File: config.mk
export PLATFORM = sky130hd
export DESIGN_NAME = ppmc_back
export DESIGN_NICKNAME = d
export VERILOG_FILES = /design/src/rtl/ppmc_pkg.sv /design/src/rtl/ppmc_back.sv
export SDC_FILE = /design/constraint.sdc
export NUM_CORES = 2
export LEC_CHECK = 0
export BUFFER_PORTS_ARGS = -buffer_cell sky130_fd_sc_hd__clkbuf_2
export CAP_MARGIN = 15
export CORE_MARGIN = 1
export CORE_UTILIZATION = 65
export CTS_BUF_LIST = sky130_fd_sc_hd__clkbuf_2
export CTS_CLUSTER_SIZE = 28
export DETAILED_ROUTE_END_ITERATION = 6
export HOLD_SLACK_MARGIN = 0.02
export PLACE_DENSITY = 0.82
export SLEW_MARGIN = 0
export SYNTH_ARGS = -nofsm -noshare
export SYNTH_HDL_FRONTEND = slang
export SYNTH_SLANG_ARGS = --single-unit
File: constraint.sdc
create_clock -name clk -period 26.9 [get_ports clk]
set_input_delay 5.38 -clock clk [delete_from_list [all_inputs] [get_ports clk]]
set_output_delay 5.38 -clock clk [all_outputs]
set_load 0.01 [all_outputs]
File: src/rtl/ppmc_pkg.sv
// ----------------------------------------------------------------------------
// ppmc_pkg
// shared constants, types and helpers of the perspective point mapper
// ----------------------------------------------------------------------------
`default_nettype none

package ppmc_pkg;

	localparam int CAM_W         = 10;
	localparam int COEF_W        = 32;
	localparam int COORD_W       = 12;
	localparam int CFG_COUNT     = 8;
	localparam int CFG_IDX_W     = $clog2(CFG_COUNT);

	localparam int SCREEN_WIDTH  = 1920;
	localparam int SCREEN_HEIGHT = 1080;

	// signed coefficient times zero-extended camera coordinate
	localparam int PROD_W        = COEF_W + CAM_W + 1;
	// two products plus a 32-bit term
	localparam int SUM_W         = PROD_W + 1;
	// magnitude of a positive numerator or denominator
	localparam int NUM_W         = SUM_W - 1;
	localparam int DEN_W         = NUM_W;
	// Q16.16 numerator over Q2.30 denominator gives an integer after << 14
	localparam int FRAC_SHIFT    = 14;
	localparam int REM_W         = NUM_W + FRAC_SHIFT;
	localparam int Q_W           = COORD_W;
	localparam int Q_IDX_W       = $clog2(Q_W);
	localparam int DIV_STAGES    = Q_W;

	localparam int QUEUE_DEPTH   = 4;
	localparam int QUEUE_IDX_W   = $clog2(QUEUE_DEPTH);
	localparam int QUEUE_CNT_W   = $clog2(QUEUE_DEPTH + 1);

	localparam logic [SUM_W-1:0]  ONE_Q30  = SUM_W'(1) << 30;
	localparam logic [COEF_W-1:0] COEF_ONE = COEF_W'(65536);

	typedef enum logic [CFG_IDX_W-1:0] {
		REG_GAIN_X_FROM_X,
		REG_GAIN_X_FROM_Y,
		REG_OFFSET_X,
		REG_GAIN_Y_FROM_X,
		REG_GAIN_Y_FROM_Y,
		REG_OFFSET_Y,
		REG_PERSP_FROM_X,
		REG_PERSP_FROM_Y
	} cfg_reg_t;

	typedef logic [CFG_COUNT-1:0][COEF_W-1:0] coef_bank_t;

	// how one axis of a point gets resolved in the back end
	typedef enum logic [1:0] {
		AXIS_DIVIDE,
		AXIS_ZERO,
		AXIS_SAT
	} axis_cls_t;

	// classified point handed from front end to back end
	typedef struct packed {
		logic              bad;
		axis_cls_t         cls_x;
		axis_cls_t         cls_y;
		logic [NUM_W-1:0]  num_x;
		logic [NUM_W-1:0]  num_y;
		logic [DEN_W-1:0]  den;
	} map_job_t;

	// one stage of the restoring divider, both axes side by side
	typedef struct packed {
		logic              bad;
		axis_cls_t         cls_x;
		axis_cls_t         cls_y;
		logic [REM_W-1:0]  rem_x;
		logic [REM_W-1:0]  rem_y;
		logic [DEN_W-1:0]  den;
		logic [Q_W-1:0]    q_x;
		logic [Q_W-1:0]    q_y;
	} div_stage_t;

	function automatic logic [COEF_W-1:0] coef_reset(input cfg_reg_t idx);
		logic [COEF_W-1:0] v;
		case (idx)
			REG_GAIN_X_FROM_X: v = COEF_ONE;
			REG_GAIN_Y_FROM_Y: v = COEF_ONE;
			default:           v = '0;
		endcase
		return v;
	endfunction

endpackage

`default_nettype wire

File: src/rtl/ppmc_back.sv
// ----------------------------------------------------------------------------
// ppmc_back
// pipelined restoring divider, one quotient bit per stage, then clamping
// ----------------------------------------------------------------------------
`default_nettype none

module ppmc_back import ppmc_pkg::*; (
	input  logic               clk,
	input  logic               arst_n,
	input  logic               job_valid,
	output logic               job_stall,
	input  map_job_t           job,
	output logic               out_valid,
	input  logic               out_stall,
	output logic [COORD_W-1:0] screen_x,
	output logic [COORD_W-1:0] screen_y,
	output logic               bad_denominator
);

	div_stage_t         stage_s   [DIV_STAGES];
	div_stage_t         stage_in  [DIV_STAGES];
	logic               stage_v_q [DIV_STAGES];
	logic               stage_vin [DIV_STAGES];
	logic               stage_rdy [DIV_STAGES];
	logic               out_valid_q, out_rdy;
	logic [COORD_W-1:0] screen_x_q, screen_y_q;
	logic               bad_q;

	function automatic div_stage_t div_step(input div_stage_t s,
			input logic [Q_IDX_W-1:0] shift);
		logic [REM_W-1:0] dsh;
		logic [REM_W:0]   tx, ty;
		div_stage_t       r;
		r   = s;
		dsh = REM_W'(s.den) << shift;
		tx  = {1'b0, s.rem_x} - {1'b0, dsh};
		ty  = {1'b0, s.rem_y} - {1'b0, dsh};
		if (!tx[REM_W]) begin
			r.rem_x      = tx[REM_W-1:0];
			r.q_x[shift] = 1'b1;
		end
		if (!ty[REM_W]) begin
			r.rem_y      = ty[REM_W-1:0];
			r.q_y[shift] = 1'b1;
		end
		return r;
	endfunction

	function automatic logic [COORD_W-1:0] clamp_axis(input axis_cls_t c,
			input logic [Q_W-1:0] q, input logic [COORD_W:0] size);
		logic [COORD_W-1:0] v;
		case (c)
			AXIS_SAT:    v = COORD_W'(size - 1'b1);
			AXIS_DIVIDE: v = ({1'b0, q} >= size) ? COORD_W'(size - 1'b1) : q;
			default:     v = '0;
		endcase
		return v;
	endfunction

	// entry into the first divider stage
	always_comb begin
		stage_in[0].bad   = job.bad;
		stage_in[0].cls_x = job.cls_x;
		stage_in[0].cls_y = job.cls_y;
		stage_in[0].rem_x = {job.num_x, FRAC_SHIFT'(0)};
		stage_in[0].rem_y = {job.num_y, FRAC_SHIFT'(0)};
		stage_in[0].den   = job.den;
		stage_in[0].q_x   = '0;
		stage_in[0].q_y   = '0;
	end
	assign stage_vin[0] = job_valid;
	assign job_stall    = !stage_rdy[0];

	assign out_rdy = !out_valid_q || !out_stall;

	for (genvar k = 0; k < DIV_STAGES; k++) begin : g_stage
		localparam logic [Q_IDX_W-1:0] SHIFT = Q_IDX_W'(DIV_STAGES - 1 - k);

		if (k > 0) begin : g_link
			assign stage_in[k]  = stage_s[k-1];
			assign stage_vin[k] = stage_v_q[k-1];
		end

		if (k == DIV_STAGES - 1) begin : g_last
			assign stage_rdy[k] = !stage_v_q[k] || out_rdy;
		end else begin : g_mid
			assign stage_rdy[k] = !stage_v_q[k] || stage_rdy[k+1];
		end

		always_ff @(posedge clk or negedge arst_n) begin
			if (!arst_n) begin
				stage_v_q[k] <= 1'b0;
			end else if (stage_rdy[k]) begin
				stage_v_q[k] <= stage_vin[k];
			end
		end

		always_ff @(posedge clk) begin
			if (stage_rdy[k] && stage_vin[k]) begin
				stage_s[k] <= div_step(stage_in[k], SHIFT);
			end
		end
	end

	always_ff @(posedge clk or negedge arst_n) begin
		if (!arst_n) begin
			out_valid_q <= 1'b0;
		end else if (out_rdy) begin
			out_valid_q <= stage_v_q[DIV_STAGES-1];
		end
	end

	always_ff @(posedge clk) begin
		if (out_rdy && stage_v_q[DIV_STAGES-1]) begin
			if (stage_s[DIV_STAGES-1].bad) begin
				screen_x_q <= '0;
				screen_y_q <= '0;
				bad_q      <= 1'b1;
			end else begin
				screen_x_q <= clamp_axis(stage_s[DIV_STAGES-1].cls_x,
					stage_s[DIV_STAGES-1].q_x, (COORD_W+1)'(SCREEN_WIDTH));
				screen_y_q <= clamp_axis(stage_s[DIV_STAGES-1].cls_y,
					stage_s[DIV_STAGES-1].q_y, (COORD_W+1)'(SCREEN_HEIGHT));
				bad_q      <= 1'b0;
			end
		end
	end

	assign out_valid       = out_valid_q;
	assign screen_x        = screen_x_q;
	assign screen_y        = screen_y_q;
	assign bad_denominator = bad_q;

endmodule

`default_nettype wire

Word-level counts from Yosys, hierarchy flattened:

Memory sizes are Yosys's and may differ from the RTL's.
Cells that the tools add are included.

* register bits after elaboration: 38
* memory bits (writable): 2232
* output and inout bits: 27
* memories: 1

* add/sub/neg operators: 24
* magnitude comparators: 2
* eq/ne operators: 2
* multiplexer cells: 125
* reductions and logical operators: 43

Memories
* stage_s: depth 12, width 186, rd ports 12, clocked after memory_dff 0, write ports 12, line ppmc_back.sv:20 `div_stage_t stage_s [DIV_STAGES];`

Operators with widths (count)
* 57-bit 2-to-1 mux: 48
* 57-bit by 43-bit subtractor with 58-bit output: 2
* 57-bit by 44-bit subtractor with 58-bit output: 2
* 57-bit by 45-bit subtractor with 58-bit output: 2
* 57-bit by 46-bit subtractor with 58-bit output: 2
* 57-bit by 47-bit subtractor with 58-bit output: 2
* 57-bit by 48-bit subtractor with 58-bit output: 2
* 57-bit by 49-bit subtractor with 58-bit output: 2
* 57-bit by 50-bit subtractor with 58-bit output: 2
* 57-bit by 51-bit subtractor with 58-bit output: 2
* 57-bit by 52-bit subtractor with 58-bit output: 2
* 57-bit by 53-bit subtractor with 58-bit output: 2
* 57-bit by 54-bit subtractor with 58-bit output: 2
* 1-bit 2-to-1 mux: 73
* 12-bit case mux with 2 select lines: 2
* 12-bit by 11-bit greater-or-equal comparator with 1-bit output, second input constant: 2
* 12-bit 2-to-1 mux: 2
* 1-bit zero test: 15
* 1-bit logical AND: 13
* 1-bit logical OR: 13
* 2-bit == test, second input constant: 2
* 2-bit zero test: 2

Longest topological paths before layout:

* depth in word-level cells: 17
* depth in mapped cells: 16
* mapped depth without buffers: 14

Least setup slack after synthesis:

OpenSTA, ideal clock, no wires.

* path type: input -> register
* start: input out_stall
* end: memory stage_s[1][377] in the netlist's numbering (enable)
* setup time: 0.791 ns
* arrival time: 14.016 ns
* path slack: 12.093 ns
* stages: 4
* cell sequence: nand3_1 -> nor2_1 -> and3_1 -> a31oi_1

RTL lines
* from (decl): line ppmc_back.sv:14 `input logic out_stall,`
* to (decl): line ppmc_back.sv:20

Worst setup path after layout:

* start: input out_stall
* end: output job_stall

* cells in the longest elaborated chain, start to end: 15

RTL lines
* 1-bit zero test: line ppmc_back.sv:74 `assign out_rdy = !out_valid_q || !out_stall;`
* 1-bit logical OR: line ppmc_back.sv:74
* 1-bit logical OR: line ppmc_back.sv:85 `assign stage_rdy[k] = !stage_v_q[k] || out_rdy;`
* 1-bit logical OR (11 in a row): line ppmc_back.sv:87 `assign stage_rdy[k] = !stage_v_q[k] || stage_rdy[k+1];`
* 1-bit zero test: line ppmc_back.sv:72 `assign job_stall = !stage_rdy[0];`
* to (decl): line ppmc_back.sv:11 `output logic job_stall,`

No other way between the ends.

==> results.cfg <==
[timing]
tns_ns = 0
worst-slew-pin-transition_ns = 1.41
relSlewSlack_pct = 6.05
rsz0062_at_grt = no
timing.hold.ws_ns = 0.361
period_needed_ns = 12.93
timing_hold_violations_final = 0
maxSlewViolCount = 0
fmax_mhz = 77.3
post-route-period-util_pct = 48.1
largest_clock_skew_in_the_final_design_ns = 0.197
final-setup-viol-count = 0

[route]
detail_route_met2_wl_mm = 169
dr_total_vias = 98700
drc = 6
route.layer.met1.wl_mm = 121
wirelength_mm = 330
avgViaCountPerCell = 6.30
route.top_layer_used = met4
detailedRoute.firstIterationViolations = 8580
routed-wl-met3_mm = 18.4
first_pass_iters = 7
detail_route.wl_per_cell_um = 21.1
ant_nets = 0

[global_routing]
global_route.usage.total_pct = 33.5
grt_pass1_vias = 98800
wire_length_of_the_first_global_routing_pass_mm = 511
initial_antenna_violation_count = 2
global_route.overflow_total = 0
grt_max_degree = 143

[worst_hold_path]
worstHoldPathType = flop to flop

[logic_synthesis]
netlist-cell-type-count = 101
netlist_top_cells_count = sky130_fd_sc_hd__edfxtp_1, sky130_fd_sc_hd__a21oi_1, sky130_fd_sc_hd__nand2_1, sky130_fd_sc_hd__ha_1, sky130_fd_sc_hd__o21ai_0
syn_area_mm2 = 0.124
synthCells = 12600
yosysTopAreaCellShare_pct = 44.6
synth_most_common_cell = sky130_fd_sc_hd__edfxtp_1
synth.area.mux_share_pct = 1.07
synth_seq_area_share_pct = 44.8
ys_async_rst_share_pct = 0.703
number_of_enable_type_register_cells_in_the_synthesized_netlist = 1836
synth_compound_gate_area_share_pct = 19.8
adder_cell_fraction_of_synth_area_pct = 10.5
main_combinational_cell_family_by_area_after_synthesis = compound AO/OA/AOI/OAI gates
post_synth.cell_area_avg_um2 = 9.82
synth_simple_gate_area_share_pct = 13.0
yosys.area.top_type = sky130_fd_sc_hd__edfxtp_1
synth-warning-count = 0
ys_ff_latch = 1849
post_synth_xor_area_fraction_pct = 7.07
post_synth_main_area_contributors = sky130_fd_sc_hd__edfxtp_1, sky130_fd_sc_hd__ha_1, sky130_fd_sc_hd__a21oi_1, sky130_fd_sc_hd__xnor2_1, sky130_fd_sc_hd__o21ai_0
most_used_dff_post_synth = sky130_fd_sc_hd__edfxtp_1

[critical_path]
critical_path_fanouts_max = 5
cp-start-kind = input pin
setup.worst_path.end_class = output port
worst-endpoint-arrival_ns = 7.55
worstSetupPathType = input pin to output port
worstPathRequired_ns = 21.52

[layout]
final_nets = 14000
multiInputGateArea_mm2 = 0.0638
syn_to_final_growth_pct = 5.81
design_area_mm2 = 0.131
share_of_final_layout_standard_cells_stronger_than_drive_strength_1_pct = 9.08
n_fill_cell = 13900
register_area_mm2 = 0.0555

[place]
detailed_place_hpwl_mm = 263
postPlaceCellArea_mm2 = 0.127
numPortBuffers = 164
place.gp.congestion = 0.998

[clock_tree]
holdBufCountCts = 0
cts.root.buffer_cell = sky130_fd_sc_hd__clkbuf_2
post_cts_resized = 0
path_clk_slew_ns = 0.09
tritoncts.num_buffers = 451
post_cts_buffers = 0
ctsLongestPathBuffers = 4
tritoncts = done
htree_levels = 5
clk_latency_ns = 2.06
numClockSinks = 1849

[floorplanning]
core_area_mm2 = 0.188
die_height_um = 438
die_w_um = 438
row_count = 159
ioPinCount = 165
die_area_mm2 = 0.192
initial_util_pct = 65.7

[pwr]
p_leak_nw = 53.5
peakVddDrop_mv = 0.0540
power.density_mw_per_mm2 = 116

[flow_run]
max_cap_violations = 0

[run_status]
outcome = finished, violations left
failed_checks = DRC
[routing by layer]
layer  track usage, %  up-vias
met5                0        -
met4             21.3        0
met3             4.33     1189
met2             61.8     4441
met1             36.0    45800
li1                 -    47300
[cells by family (layout without fill, tap and decap cells)]
family,Yosys count,after routing
compound gates,3953,3953
fa+ha+maj,1025,1025
xor+xnor,998,998
other cells,1,12
simple gates,3436,3436
buf+inv,1212,1764
flops,1849,1849
mux,118,118
[cell usage in the layout (no fill, tap or decap), types with 61 or more instances in the layout]
cell type and count:
sky130_fd_sc_hd__buf_4 76, sky130_fd_sc_hd__o21ai_0 959, sky130_fd_sc_hd__nor2_1 918, sky130_fd_sc_hd__a31oi_1 126, sky130_fd_sc_hd__xor2_1 423, sky130_fd_sc_hd__mux2_2 112
sky130_fd_sc_hd__inv_1 737, sky130_fd_sc_hd__nand2_1 1144, sky130_fd_sc_hd__clkinv_1 88, sky130_fd_sc_hd__nor4_1 63, sky130_fd_sc_hd__clkbuf_2 774, sky130_fd_sc_hd__nor3_1 169
sky130_fd_sc_hd__ha_1 1005, sky130_fd_sc_hd__edfxtp_1 1836, sky130_fd_sc_hd__o211ai_1 61, sky130_fd_sc_hd__a21o_1 591, sky130_fd_sc_hd__or3_1 64, sky130_fd_sc_hd__o31ai_1 74
sky130_fd_sc_hd__nand4_1 199, sky130_fd_sc_hd__and3_1 93, sky130_fd_sc_hd__xnor2_1 575, sky130_fd_sc_hd__and2_1 78, sky130_fd_sc_hd__o21a_1 133, sky130_fd_sc_hd__nor2b_1 124
sky130_fd_sc_hd__o21bai_1 147, sky130_fd_sc_hd__nand2b_1 135, sky130_fd_sc_hd__a211oi_1 115, sky130_fd_sc_hd__a21oi_1 1318, sky130_fd_sc_hd__nand3_1 241
[final cells by class]
type                            instances  area share (%)
Multi-Input combinational cell       9532            48.8
Antenna cell                           10          0.0191
Clock buffer                          610            2.33
Inverter                              743            2.13
Timing Repair Buffer                  241            1.08
Clock inverter                        170           0.905
Sequential cell                      1849            42.4
Tap cell                             2495            2.39
[flip-flops by register name, indices dropped and copies added (netlist names)]
name / count
out_valid: 1
screen_y: 12
stage_s: 1811
stage_v_q: 12
screen_x: 12
bad_denominator: 1
[final timing paths]
check                                    startpoint                        end  slack (ns)  depth (start not counted)
max                                       out_stall                  job_stall       13.97                          9
min                        stage_s[2][19]$_DFFE_PP_  stage_s[2][205]$_DFFE_PP_        0.36                          0
max reg2reg                stage_s[2][25]$_DFFE_PP_  stage_s[2][363]$_DFFE_PP_       21.15                         16
min reg2reg                stage_s[2][19]$_DFFE_PP_  stage_s[2][205]$_DFFE_PP_        0.36                          0
max in group asynchronous                    arst_n   stage_v_q[6]$_DFFE_PN0P_       23.30                          1
min in group asynchronous                    arst_n   stage_v_q[7]$_DFFE_PN0P_        3.28                          1
[power by group]
part / internal [mW] / total [mW] / switching, mW
Sequential: 4.62 / 5.23 / 0.608
Combinational: 3.16 / 8.01 / 4.85
Clock: 0.787 / 1.92 / 1.13
Total: 8.57 / 15.1 / 6.58
[critical path, stage by stage]
cell and delay, ns:
sky130_fd_sc_hd__clkbuf_2 0.14, sky130_fd_sc_hd__nand3_1 0.13, sky130_fd_sc_hd__nor2_1 0.13, sky130_fd_sc_hd__and3_1 0.36, sky130_fd_sc_hd__nand2_1 0.15, sky130_fd_sc_hd__nor2_1 0.44
sky130_fd_sc_hd__nand4_1 0.24, sky130_fd_sc_hd__nor2_1 0.37, sky130_fd_sc_hd__clkbuf_2 0.21
[through the flow]
step | std cells | power [mW] | setup slack (ns) | utilization (%)
5_1_grt | 15600 | 16.1 | 13.85 | 69.5
2_1_floorplan | 12600 | 10.9 | 12.09 | -
4_1_cts | 15600 | 15.0 | 14.03 | 69.5
3_3_place_gp | 14900 | 12.8 | 14.18 | 67.2
6_report | 15700 | 15.1 | 13.97 | 69.5
3_5_place_dp | 14900 | 13.1 | 14.06 | 67.2
No activity file was read; power rests on OpenSTA's default activity.
