--- src/rtl/ppmc_pkg.sv ---
// ----------------------------------------------------------------------------
// ppmc_pkg
// shared constants, types and helpers of the perspective point mapper
// ----------------------------------------------------------------------------
`default_nettype none

package ppmc_pkg;

	localparam int CAM_W         = 10;
	localparam int COEF_W        = 32;
	localparam int COORD_W       = 12;
	localparam int CFG_COUNT     = 8;
	localparam int CFG_IDX_W     = $clog2(CFG_COUNT);

	localparam int SCREEN_WIDTH  = 1920;
	localparam int SCREEN_HEIGHT = 1080;

	// signed coefficient times zero-extended camera coordinate
	localparam int PROD_W        = COEF_W + CAM_W + 1;
	// two products plus a 32-bit term
	localparam int SUM_W         = PROD_W + 1;
	// magnitude of a positive numerator or denominator
	localparam int NUM_W         = SUM_W - 1;
	localparam int DEN_W         = NUM_W;
	// Q16.16 numerator over Q2.30 denominator gives an integer after << 14
	localparam int FRAC_SHIFT    = 14;
	localparam int REM_W         = NUM_W + FRAC_SHIFT;
	localparam int Q_W           = COORD_W;
	localparam int Q_IDX_W       = $clog2(Q_W);
	localparam int DIV_STAGES    = Q_W;

	localparam int QUEUE_DEPTH   = 4;
	localparam int QUEUE_IDX_W   = $clog2(QUEUE_DEPTH);
	localparam int QUEUE_CNT_W   = $clog2(QUEUE_DEPTH + 1);

	localparam logic [SUM_W-1:0]  ONE_Q30  = SUM_W'(1) << 30;
	localparam logic [COEF_W-1:0] COEF_ONE = COEF_W'(65536);

	typedef enum logic [CFG_IDX_W-1:0] {
		REG_GAIN_X_FROM_X,
		REG_GAIN_X_FROM_Y,
		REG_OFFSET_X,
		REG_GAIN_Y_FROM_X,
		REG_GAIN_Y_FROM_Y,
		REG_OFFSET_Y,
		REG_PERSP_FROM_X,
		REG_PERSP_FROM_Y
	} cfg_reg_t;

	typedef logic [CFG_COUNT-1:0][COEF_W-1:0] coef_bank_t;

	// how one axis of a point gets resolved in the back end
	typedef enum logic [1:0] {
		AXIS_DIVIDE,
		AXIS_ZERO,
		AXIS_SAT
	} axis_cls_t;

	// classified point handed from front end to back end
	typedef struct packed {
		logic              bad;
		axis_cls_t         cls_x;
		axis_cls_t         cls_y;
		logic [NUM_W-1:0]  num_x;
		logic [NUM_W-1:0]  num_y;
		logic [DEN_W-1:0]  den;
	} map_job_t;

	// one stage of the restoring divider, both axes side by side
	typedef struct packed {
		logic              bad;
		axis_cls_t         cls_x;
		axis_cls_t         cls_y;
		logic [REM_W-1:0]  rem_x;
		logic [REM_W-1:0]  rem_y;
		logic [DEN_W-1:0]  den;
		logic [Q_W-1:0]    q_x;
		logic [Q_W-1:0]    q_y;
	} div_stage_t;

	function automatic logic [COEF_W-1:0] coef_reset(input cfg_reg_t idx);
		logic [COEF_W-1:0] v;
		case (idx)
			REG_GAIN_X_FROM_X: v = COEF_ONE;
			REG_GAIN_Y_FROM_Y: v = COEF_ONE;
			default:           v = '0;
		endcase
		return v;
	endfunction

endpackage

`default_nettype wire

--- src/rtl/ppmc_queue.sv ---
// ----------------------------------------------------------------------------
// ppmc_queue
// short job queue between the front end and the divider
// ----------------------------------------------------------------------------
`default_nettype none

module ppmc_queue import ppmc_pkg::*; (
	input  logic     clk,
	input  logic     arst_n,
	input  logic     push_valid,
	output logic     push_stall,
	input  map_job_t push_job,
	output logic     pop_valid,
	input  logic     pop_stall,
	output map_job_t pop_job
);

	map_job_t               slot_q [QUEUE_DEPTH];
	logic [QUEUE_IDX_W-1:0] wr_ptr_q, rd_ptr_q;
	logic [QUEUE_CNT_W-1:0] count_q;
	logic                   push, pop;

	assign push_stall = count_q == QUEUE_CNT_W'(QUEUE_DEPTH);
	assign pop_valid  = count_q != '0;
	assign push       = push_valid && !push_stall;
	assign pop        = pop_valid && !pop_stall;
	assign pop_job    = slot_q[rd_ptr_q];

	always_ff @(posedge clk or negedge arst_n) begin
		if (!arst_n) begin
			wr_ptr_q <= '0;
			rd_ptr_q <= '0;
			count_q  <= '0;
		end else begin
			if (push) wr_ptr_q <= wr_ptr_q + 1'b1;
			if (pop)  rd_ptr_q <= rd_ptr_q + 1'b1;
			case ({push, pop})
				2'b10:   count_q <= count_q + 1'b1;
				2'b01:   count_q <= count_q - 1'b1;
				default: count_q <= count_q;
			endcase
		end
	end

	always_ff @(posedge clk) begin
		if (push) begin
			slot_q[wr_ptr_q] <= push_job;
		end
	end

endmodule

`default_nettype wire

--- config.mk ---
export PLATFORM = sky130hd
export DESIGN_NAME = ppmc_queue
export DESIGN_NICKNAME = d
export VERILOG_FILES = /design/src/rtl/ppmc_pkg.sv /design/src/rtl/ppmc_queue.sv
export SDC_FILE = /design/constraint.sdc
export NUM_CORES = 1
export LEC_CHECK = 0
export BUFFER_PORTS_ARGS = -buffer_cell sky130_fd_sc_hd__clkbuf_2
export CORE_ASPECT_RATIO = 1.1
export CORE_MARGIN = 2
export CORE_UTILIZATION = 37
export DETAILED_ROUTE_END_ITERATION = 8
export SETUP_SLACK_MARGIN = 0.5
export SYNTH_ARGS = -nofsm -noshare
export SYNTH_HDL_FRONTEND = slang
export SYNTH_SLANG_ARGS = --single-unit
--- constraint.sdc ---
create_clock -name clk -period 5.4 [get_ports clk]
set_input_delay 1.08 -clock clk [delete_from_list [all_inputs] [get_ports clk]]
set_output_delay 1.08 -clock clk [all_outputs]
set_load 0.01 [all_outputs]
======== Word level (Yosys, flattened, before mapping) ========
Memory sizes are Yosys's and may differ from the RTL's.
Cells that the tools add are included.
cells by class
  eq/ne operators ......................... 3
  mux-type cells .......................... 3
  reductions and logical operators ........ 6
  add/subtract/negate cells ............... 4
operators by type and width
  cell                   number
  $pmux W3 S2            1
  $add A2 B1 Y2 const B  2
  $add A3 B1 Y3 const B  1
  $eq A3 B3 Y1 const B   1
  $reduce_bool A3 Y1     1
  $sub A3 B1 Y3 const B  1
  $eq A2 B1 Y1 const B   1
  $eq A2 B2 Y1 const B   1
  $logic_and A1 B1 Y1    2
  $logic_not A1 Y1       2
  $mux W1                2
  $reduce_bool A2 Y1     1
storage, ports and cells
  input port bits ......................... 138
  RAM bits ................................ 536
  register bits ........................... 7
  memories kept ........................... 1
memories
  name    words  bits a word  rd ports  clocked after Yosys merged registers in  write ports  RTL line          RTL
  slot_q  4      134          1         0                                        1            ppmc_queue.sv:18  map_job_t slot_q [QUEUE_DEPTH];

======== Logic depth before layout (Yosys ltp) ========
Gate-level depths: netlist of run 1.
  word-level depth ........................ 5
  mapped depth ............................ 9

======== Worst setup path after synthesis of run 1 ========
Ideal clock, no wire load.
  kind .................................... input to register
  start point ............................. input port push_valid
  end point ............................... memory slot_q[2][0] in the netlist's numbering, enable pin
  data arrival time ....................... 4525 ps
  required time ........................... 4891 ps
  library setup time ...................... 509 ps
  path buffers ............................ 0
  stages on the path ...................... 2
  setup slack ............................. 366 ps
  path through ............................ nor2b_1 > and2_1
on the way
  word-level cells in the longest chain between the ends .. 3
RTL lines
  element                        RTL line          RTL
  start: declaration             ppmc_queue.sv:10  input logic push_valid,
  $logic_and A1 B1 Y1            ppmc_queue.sv:25  assign push = push_valid && !push_stall;
  $mux W1                        ppmc_queue.sv:46  if (push) begin
  $mux W1 (implied by the code)  ppmc_queue.sv:47  slot_q[wr_ptr_q] <= push_job;
  end: declaration               ppmc_queue.sv:18
No other way between the ends.

==> results of run 1 <==
-- power breakdown --
part           internal, W  switching (W)
Combinational      0.00168        0.00198
Sequential         0.00557       0.000319
Clock              0.00214        0.00150
Total              0.00938        0.00380
-- routing by layer --
metal  up-vias  share of wire
met2       256           0.51
met3        61          0.071
met1      4474           0.39
met4         6          0.023
met5         -         0.0010
li1       3824              -
-- layout make-up --
| cell class | count | area (um^2) |
|---|---|---|
| Antenna cell | 1 | 2.502 |
| Clock buffer | 63 | 1406 |
| Clock inverter | 33 | 315.3 |
| Fill cell | 4385 | 28840 |
| Inverter | 7 | 26.28 |
| Multi-Input combinational cell | 158 | 3243 |
| Sequential cell | 543 | 16280 |
| Tap cell | 675 | 844.6 |
| Timing Repair Buffer | 286 | 1564 |
-- synthesized netlist by cell type --
library cell and instances:
and2_1 4, clkbuf_1 6, nor3b_1 2, mux4_2 134, nor2_1 2, dfrtp_1 7, nor3_1 1, buf_8 1
xnor2_1 2, buf_6 5, mux2_2 1, ha_1 5, xor2_1 4, fa_1 1, buf_4 1, buf_2 16
inv_1 7, nor2b_1 1, mux2i_1 1, buf_1 1, edfxtp_1 536
-- metrics by stage --
stage | total power [W] | hold slack [ns] | utilization | instances
6_report | 0.01319 | 0.3269 | 0.4509 | 1766
3_5_place_dp | 0.009791 | 0.4914 | 0.4180 | 1669
4_1_cts | 0.01346 | 0.2866 | 0.4508 | 1765
3_3_place_gp | 0.009751 | 0.4782 | 0.4180 | 1669
2_1_floorplan | 0.008268 | 0.4560 | - | 738
5_1_grt | 0.01383 | 0.3003 | 0.4509 | 1766
-- sequential cells by signal (all words and copies together), names as in the netlist --
signal / cells
count_q: 3
rd_ptr_q: 2
wr_ptr_q: 2
slot_q: 536
-- path summary, 6_finish.rpt --
path	startpoint	to	slack, ns	cells past startpoint
worst min-delay path	arst_n	count_q[1]	0.33	1
worst min register to register	count_q[2]	count_q[2]	0.49	1
min in group clk	count_q[2]	count_q[2]	0.49	1
max in group asynchronous	arst_n	rd_ptr_q[1]	4.89	1
worst max-delay path	rd_ptr_q[0]	pop_job[36]	1.52	3
worst max register to register	count_q[2]	slot_q[1][87]	2.81	4
-- kinds of logic (layout without fill, tap and decap cells) --
| family | Yosys count | count (layout) | synth area share |
|---|---|---|---|
| flops | 543 | 543 | 0.8253 |
| mux | 136 | 136 | 0.1542 |
| buf+inv | 37 | 389 | 0.01073 |
| simple gates | 10 | 10 | 0.002982 |
| fa+ha+maj | 6 | 6 | 0.004189 |
| xor+xnor | 6 | 6 | 0.002665 |
| other cells | 0 | 1 | 0 |
-- critical path, delay by kind of cell, from the launching register on --
family | cells | cell delay (ns)
DFF | 1 | 1.04
muxes | 1 | 0.59
buffers and inverters | 2 | 0.55
==> impl_metrics.env, run 1 <==
export IMPL_layout_setup_ws_ns=1.524
export IMPL_clock_latency_ns=0.58
export IMPL_syn2layout_area_growth_pct=20.11
export IMPL_slowest_delay_ns=1.04
export IMPL_synth_area_um2=19720
export IMPL_cp_start_kind="flip-flop"
export IMPL_grt_pass1_wl_um=56300
export IMPL_fp_dieArea_um2=55150
export IMPL_setup_tns_ns=0
export IMPL_wl_per_cell_um=21.30
export IMPL_via_count=8621
export IMPL_cp_required_ns=4.32
export IMPL_grt_util_met3=0.04258
export IMPL_grt_max_degree=107
export IMPL_grt_setup_unrepaired="no"
export IMPL_path_max_fanout=44
export IMPL_top_usage_layer="met2"
export IMPL_die_h_um=246.1
export IMPL_use_met2=0.2294
export IMPL_yosys_top_cells_area="edfxtp_1 82%, mux4_2 15%, dfrtp_1 0.89%, buf_2 0.41%, ha_1 0.32%"
export IMPL_period_minus_slack_ns=3.876
export IMPL_antenna_left=0
export IMPL_crit_type="flip-flop to output pin"
export IMPL_synth_top_cell_by_area="edfxtp_1"
export IMPL_clkTransAtPathRegs_ns=0.06
export IMPL_finalHoldViolations=0
export IMPL_overflow=0
export IMPL_ir_drop_v=0.0003151
export IMPL_clock_root_buffer="clkbuf_16"
export IMPL_syn_avg_cell_area_um2=26.71
export IMPL_synthDistinctLibCells=21
export IMPL_place_area_um2=21960
export IMPL_holdBufCountCts=0
export IMPL_gp_congestion=0.6807
export IMPL_cellPowerDensity_nw_per_um2=556.8
export IMPL_viasPerCell=4.882
export IMPL_relSlewSlack=0.3515
export IMPL_cts_sinks=543
export IMPL_grt_antenna_before_repair=4
export IMPL_path_cells="buf_4 -> mux4_2 -> clkbuf_2"
export IMPL_yosysSeqAreaShare=0.8253
export IMPL_synth_yosys_warnings=0
export IMPL_status="finished, final reports clean"
export IMPL_end_kind="output pin"
export IMPL_dp_hpwl_um=22190
export IMPL_grt_pass1_vias=9261
export IMPL_slew_violations=0
export IMPL_clk_path_buf_depth=3
export IMPL_drv_cap=0
export IMPL_grt_use_total=0.1360
export IMPL_die_w_um=224.1
export IMPL_layout_common_cells="536 x edfxtp_1, 273 x clkbuf_2, 134 x mux4_2, 55 x clkbuf_16, 12 x clkinv_2"
export IMPL_critPathSlowestCell="dfrtp_4"
export IMPL_drt_iter0_drc=513
export IMPL_layout_nets=1194
export IMPL_cts_tree="built"
export IMPL_ys_ff_latch=543
export IMPL_grt_use_met1=0.1670
export IMPL_postCtsSetupBuffers=0
export IMPL_port_buffers=273
export IMPL_syn_inst=738
export IMPL_core_area_um2=52520
export IMPL_cts_resized=0
export IMPL_syn_nets=882
export IMPL_numCtsBuffers=54
export IMPL_design_area_um2=23680
export IMPL_num_io_pins=274
export IMPL_min_path_type="input port to asynchronous set/reset pin"
export IMPL_htreeDepth=2
export IMPL_start_util=0.3754
export IMPL_pre_cts_ws_ns=1.988
export IMPL_p_leak_nw=8.059
export IMPL_synth_top_area_frac=0.8164
export IMPL_final_common_cell="edfxtp_1"
export IMPL_min_period_over_period=0.7178
export IMPL_drc=0
export IMPL_fin_skew_ns=0.01283
export IMPL_worst_pin_slew_ns=0.9727
export IMPL_rows=88
export IMPL_arrival_ns=2.80
export IMPL_fmax_mhz=258.0
export IMPL_setup_violations=0
export IMPL_dr_pass1_iters=4
export IMPL_drive_above_1_share=0.4624
export IMPL_wirelength_um=37610
(Power assumes the default switching activity.)
==> inputs of run 2 (changes only) <==
- clock period: 5.4 -> 3.6 ns (I/O delays scaled with it)
==> impl_metrics.env, run 2 (same netlist as run 1, synthesis figures left out) <==
export IMPL_critPathTopFamily="buffers and inverters"
export IMPL_grt_pass1_wl_um=57600
export IMPL_cts_sinks=543
export IMPL_r2r_slack_ns=1.27
export IMPL_grt_max_degree=49
export IMPL_overflow=0
export IMPL_path_cells="buf_12 -> buf_12 -> mux4_2 -> clkbuf_2"
export IMPL_grt_use_total=0.1397
export IMPL_drive_above_1_share=0.4689
export IMPL_grt_setup_unrepaired="no"
export IMPL_fmax_mhz=341.5
export IMPL_antenna_left=0
export IMPL_wl_per_cell_um=21.55
export IMPL_core_area_um2=52520
export IMPL_relSlewSlack=0.6235
export IMPL_critPathSlowestCell="mux4_2"
export IMPL_die_h_um=246.1
export IMPL_min_period_over_period=0.8133
export IMPL_design_area_um2=23950
export IMPL_port_buffers=273
export IMPL_numCtsBuffers=54
export IMPL_worst_pin_slew_ns=0.5648
export IMPL_layout_nets=1210
export IMPL_p_leak_nw=8.176
export IMPL_die_w_um=224.1
export IMPL_crit_path_frequent_cell="buf_12"
export IMPL_worstRegToRegCells=4
export IMPL_cts_tree="built"
export IMPL_htreeDepth=2
export IMPL_cp_depth=4
export IMPL_insertedDiodeCount=0
export IMPL_syn2layout_area_growth_pct=21.47
export IMPL_status="finished, final reports clean"
export IMPL_cts_resized=0
export IMPL_wirelength_um=38490
export IMPL_drc=0
export IMPL_worstReg2RegStart="count_q[2]"
export IMPL_r2r_end="slot_q[2][48]"
export IMPL_crit_type="flip-flop to output pin"
export IMPL_dp_hpwl_um=23970
export IMPL_cellPowerDensity_nw_per_um2=835.5
export IMPL_fin_skew_ns=0.01227
export IMPL_viasPerCell=4.882
export IMPL_pre_cts_ws_ns=0.9501
export IMPL_drv_cap=0
export IMPL_start_util=0.3754
export IMPL_gp_congestion=0.7155
export IMPL_place_area_um2=22160
export IMPL_setup_violations=0
export IMPL_min_path_type="input port to flip-flop"
export IMPL_dr_pass1_iters=4
export IMPL_slew_violations=0
export IMPL_rows=88
export IMPL_whs_ns=0.3489
export IMPL_setup_worst_path_start="rd_ptr_q[0]"
export IMPL_fillers=4384
export IMPL_layout_common_cells="536 x edfxtp_1, 273 x clkbuf_2, 134 x mux4_2, 55 x clkbuf_16, 18 x buf_12"
export IMPL_grt_pass1_vias=9508
export IMPL_arrival_ns=2.21
export IMPL_clkTransAtPathRegs_ns=0.06
export IMPL_crit_buf_inv=3
export IMPL_layout_setup_ws_ns=0.6721
export IMPL_end_kind="output pin"
export IMPL_fp_dieArea_um2=55150
export IMPL_clock_root_buffer="clkbuf_16"
export IMPL_final_common_cell="edfxtp_1"
export IMPL_num_io_pins=274
export IMPL_largest_reg_flops=536
export IMPL_ir_drop_v=0.0005539
export IMPL_period_minus_slack_ns=2.928
export IMPL_path_max_fanout=22
export IMPL_slowest_delay_ns=0.53
export IMPL_cp_required_ns=2.88
export IMPL_grt_antenna_before_repair=1
export IMPL_top_register="slot_q"
export IMPL_via_count=8719
export IMPL_cp_start_kind="flip-flop"
export IMPL_utilization=0.4560
export IMPL_reg_top3="slot_q x536, count_q x3"
export IMPL_drt_iter0_drc=464
export IMPL_finalHoldViolations=0
export IMPL_cp_endpoint="pop_job[110]"
export IMPL_clk_path_buf_depth=3
export IMPL_setup_tns_ns=0
export IMPL_clock_latency_ns=0.57
-- run 2: cell count changes in the layout (fill, tap and decap cells not counted), sizes merged --
cell and delta:
buf +15, diode -1, dlygate4sd3 +1, bufinv -1
clkinvlp +2, clkbuf +6, clkinv -2
-- run 2: cell type report --
| type | instances | area [um^2] | area share |
|---|---|---|---|
| flip-flops and latches | 543 | 16280 | 0.6797 |
| clock inverters | 32 | 295.3 | 0.01233 |
| inverters | 7 | 26.28 | 0.001097 |
| well taps | 675 | 844.6 | 0.03527 |
| repair buffers | 302 | 1812 | 0.07565 |
| clock buffers | 69 | 1449 | 0.06050 |
| multi-input cells | 158 | 3243 | 0.1354 |
-- run 2: timing repair --
item | in CTS | in global routing
endpoints found under the hold margin | 7 | 0
setup endpoints to repair | 100 | 0
hold buffers | 1 | 0
buffers inserted | 3 | 0
-- run 2: worst min path at each step --
stage	from	end	slack (ns)	cells after the start
after floorplan	arst_n	count_q[0]	0.42	0
after global placement	count_q[2]	count_q[2]	0.47	1
after detailed placement	count_q[2]	count_q[2]	0.50	1
after CTS	push_job[66]	slot_q[2][66]	0.31	1
after global routing	push_job[66]	slot_q[1][66]	0.31	1
final	push_job[66]	slot_q[2][66]	0.35	1
-- run 2: power by group --
group | internal (W) | switching (W) | total [W]
registers | 0.00834 | 0.000317 | 0.00866
logic | 0.00270 | 0.00319 | 0.00588
clock network | 0.00320 | 0.00226 | 0.00546
total | 0.0142 | 0.00576 | 0.0200
-- run 2: worst reg2reg max path: stages, from the launching register on --
cell and delay [ns]:
dfrtp_1 0.40, nor3b_1 0.16, nor2b_1 0.44, and2_4 0.61, buf_4 0.39
-- run 2: stage by stage --
step	std cells	total power (W)
global route	1786	0.02103
global placement	1681	0.01477
floorplan	738	0.01240
detailed placement	1681	0.01484
CTS	1786	0.02041
finish	1786	0.02001
-- run 2: routing by layer --
| layer | global-route usage | up-vias | part of all wire |
|---|---|---|---|
| met5 | 0 | - | 0.00034 |
| met3 | 0.04580 | 57 | 0.066 |
| met4 | 0.03843 | 2 | 0.019 |
| met2 | 0.2379 | 209 | 0.51 |
| met1 | 0.1714 | 4595 | 0.40 |
| li1 | - | 3856 | - |
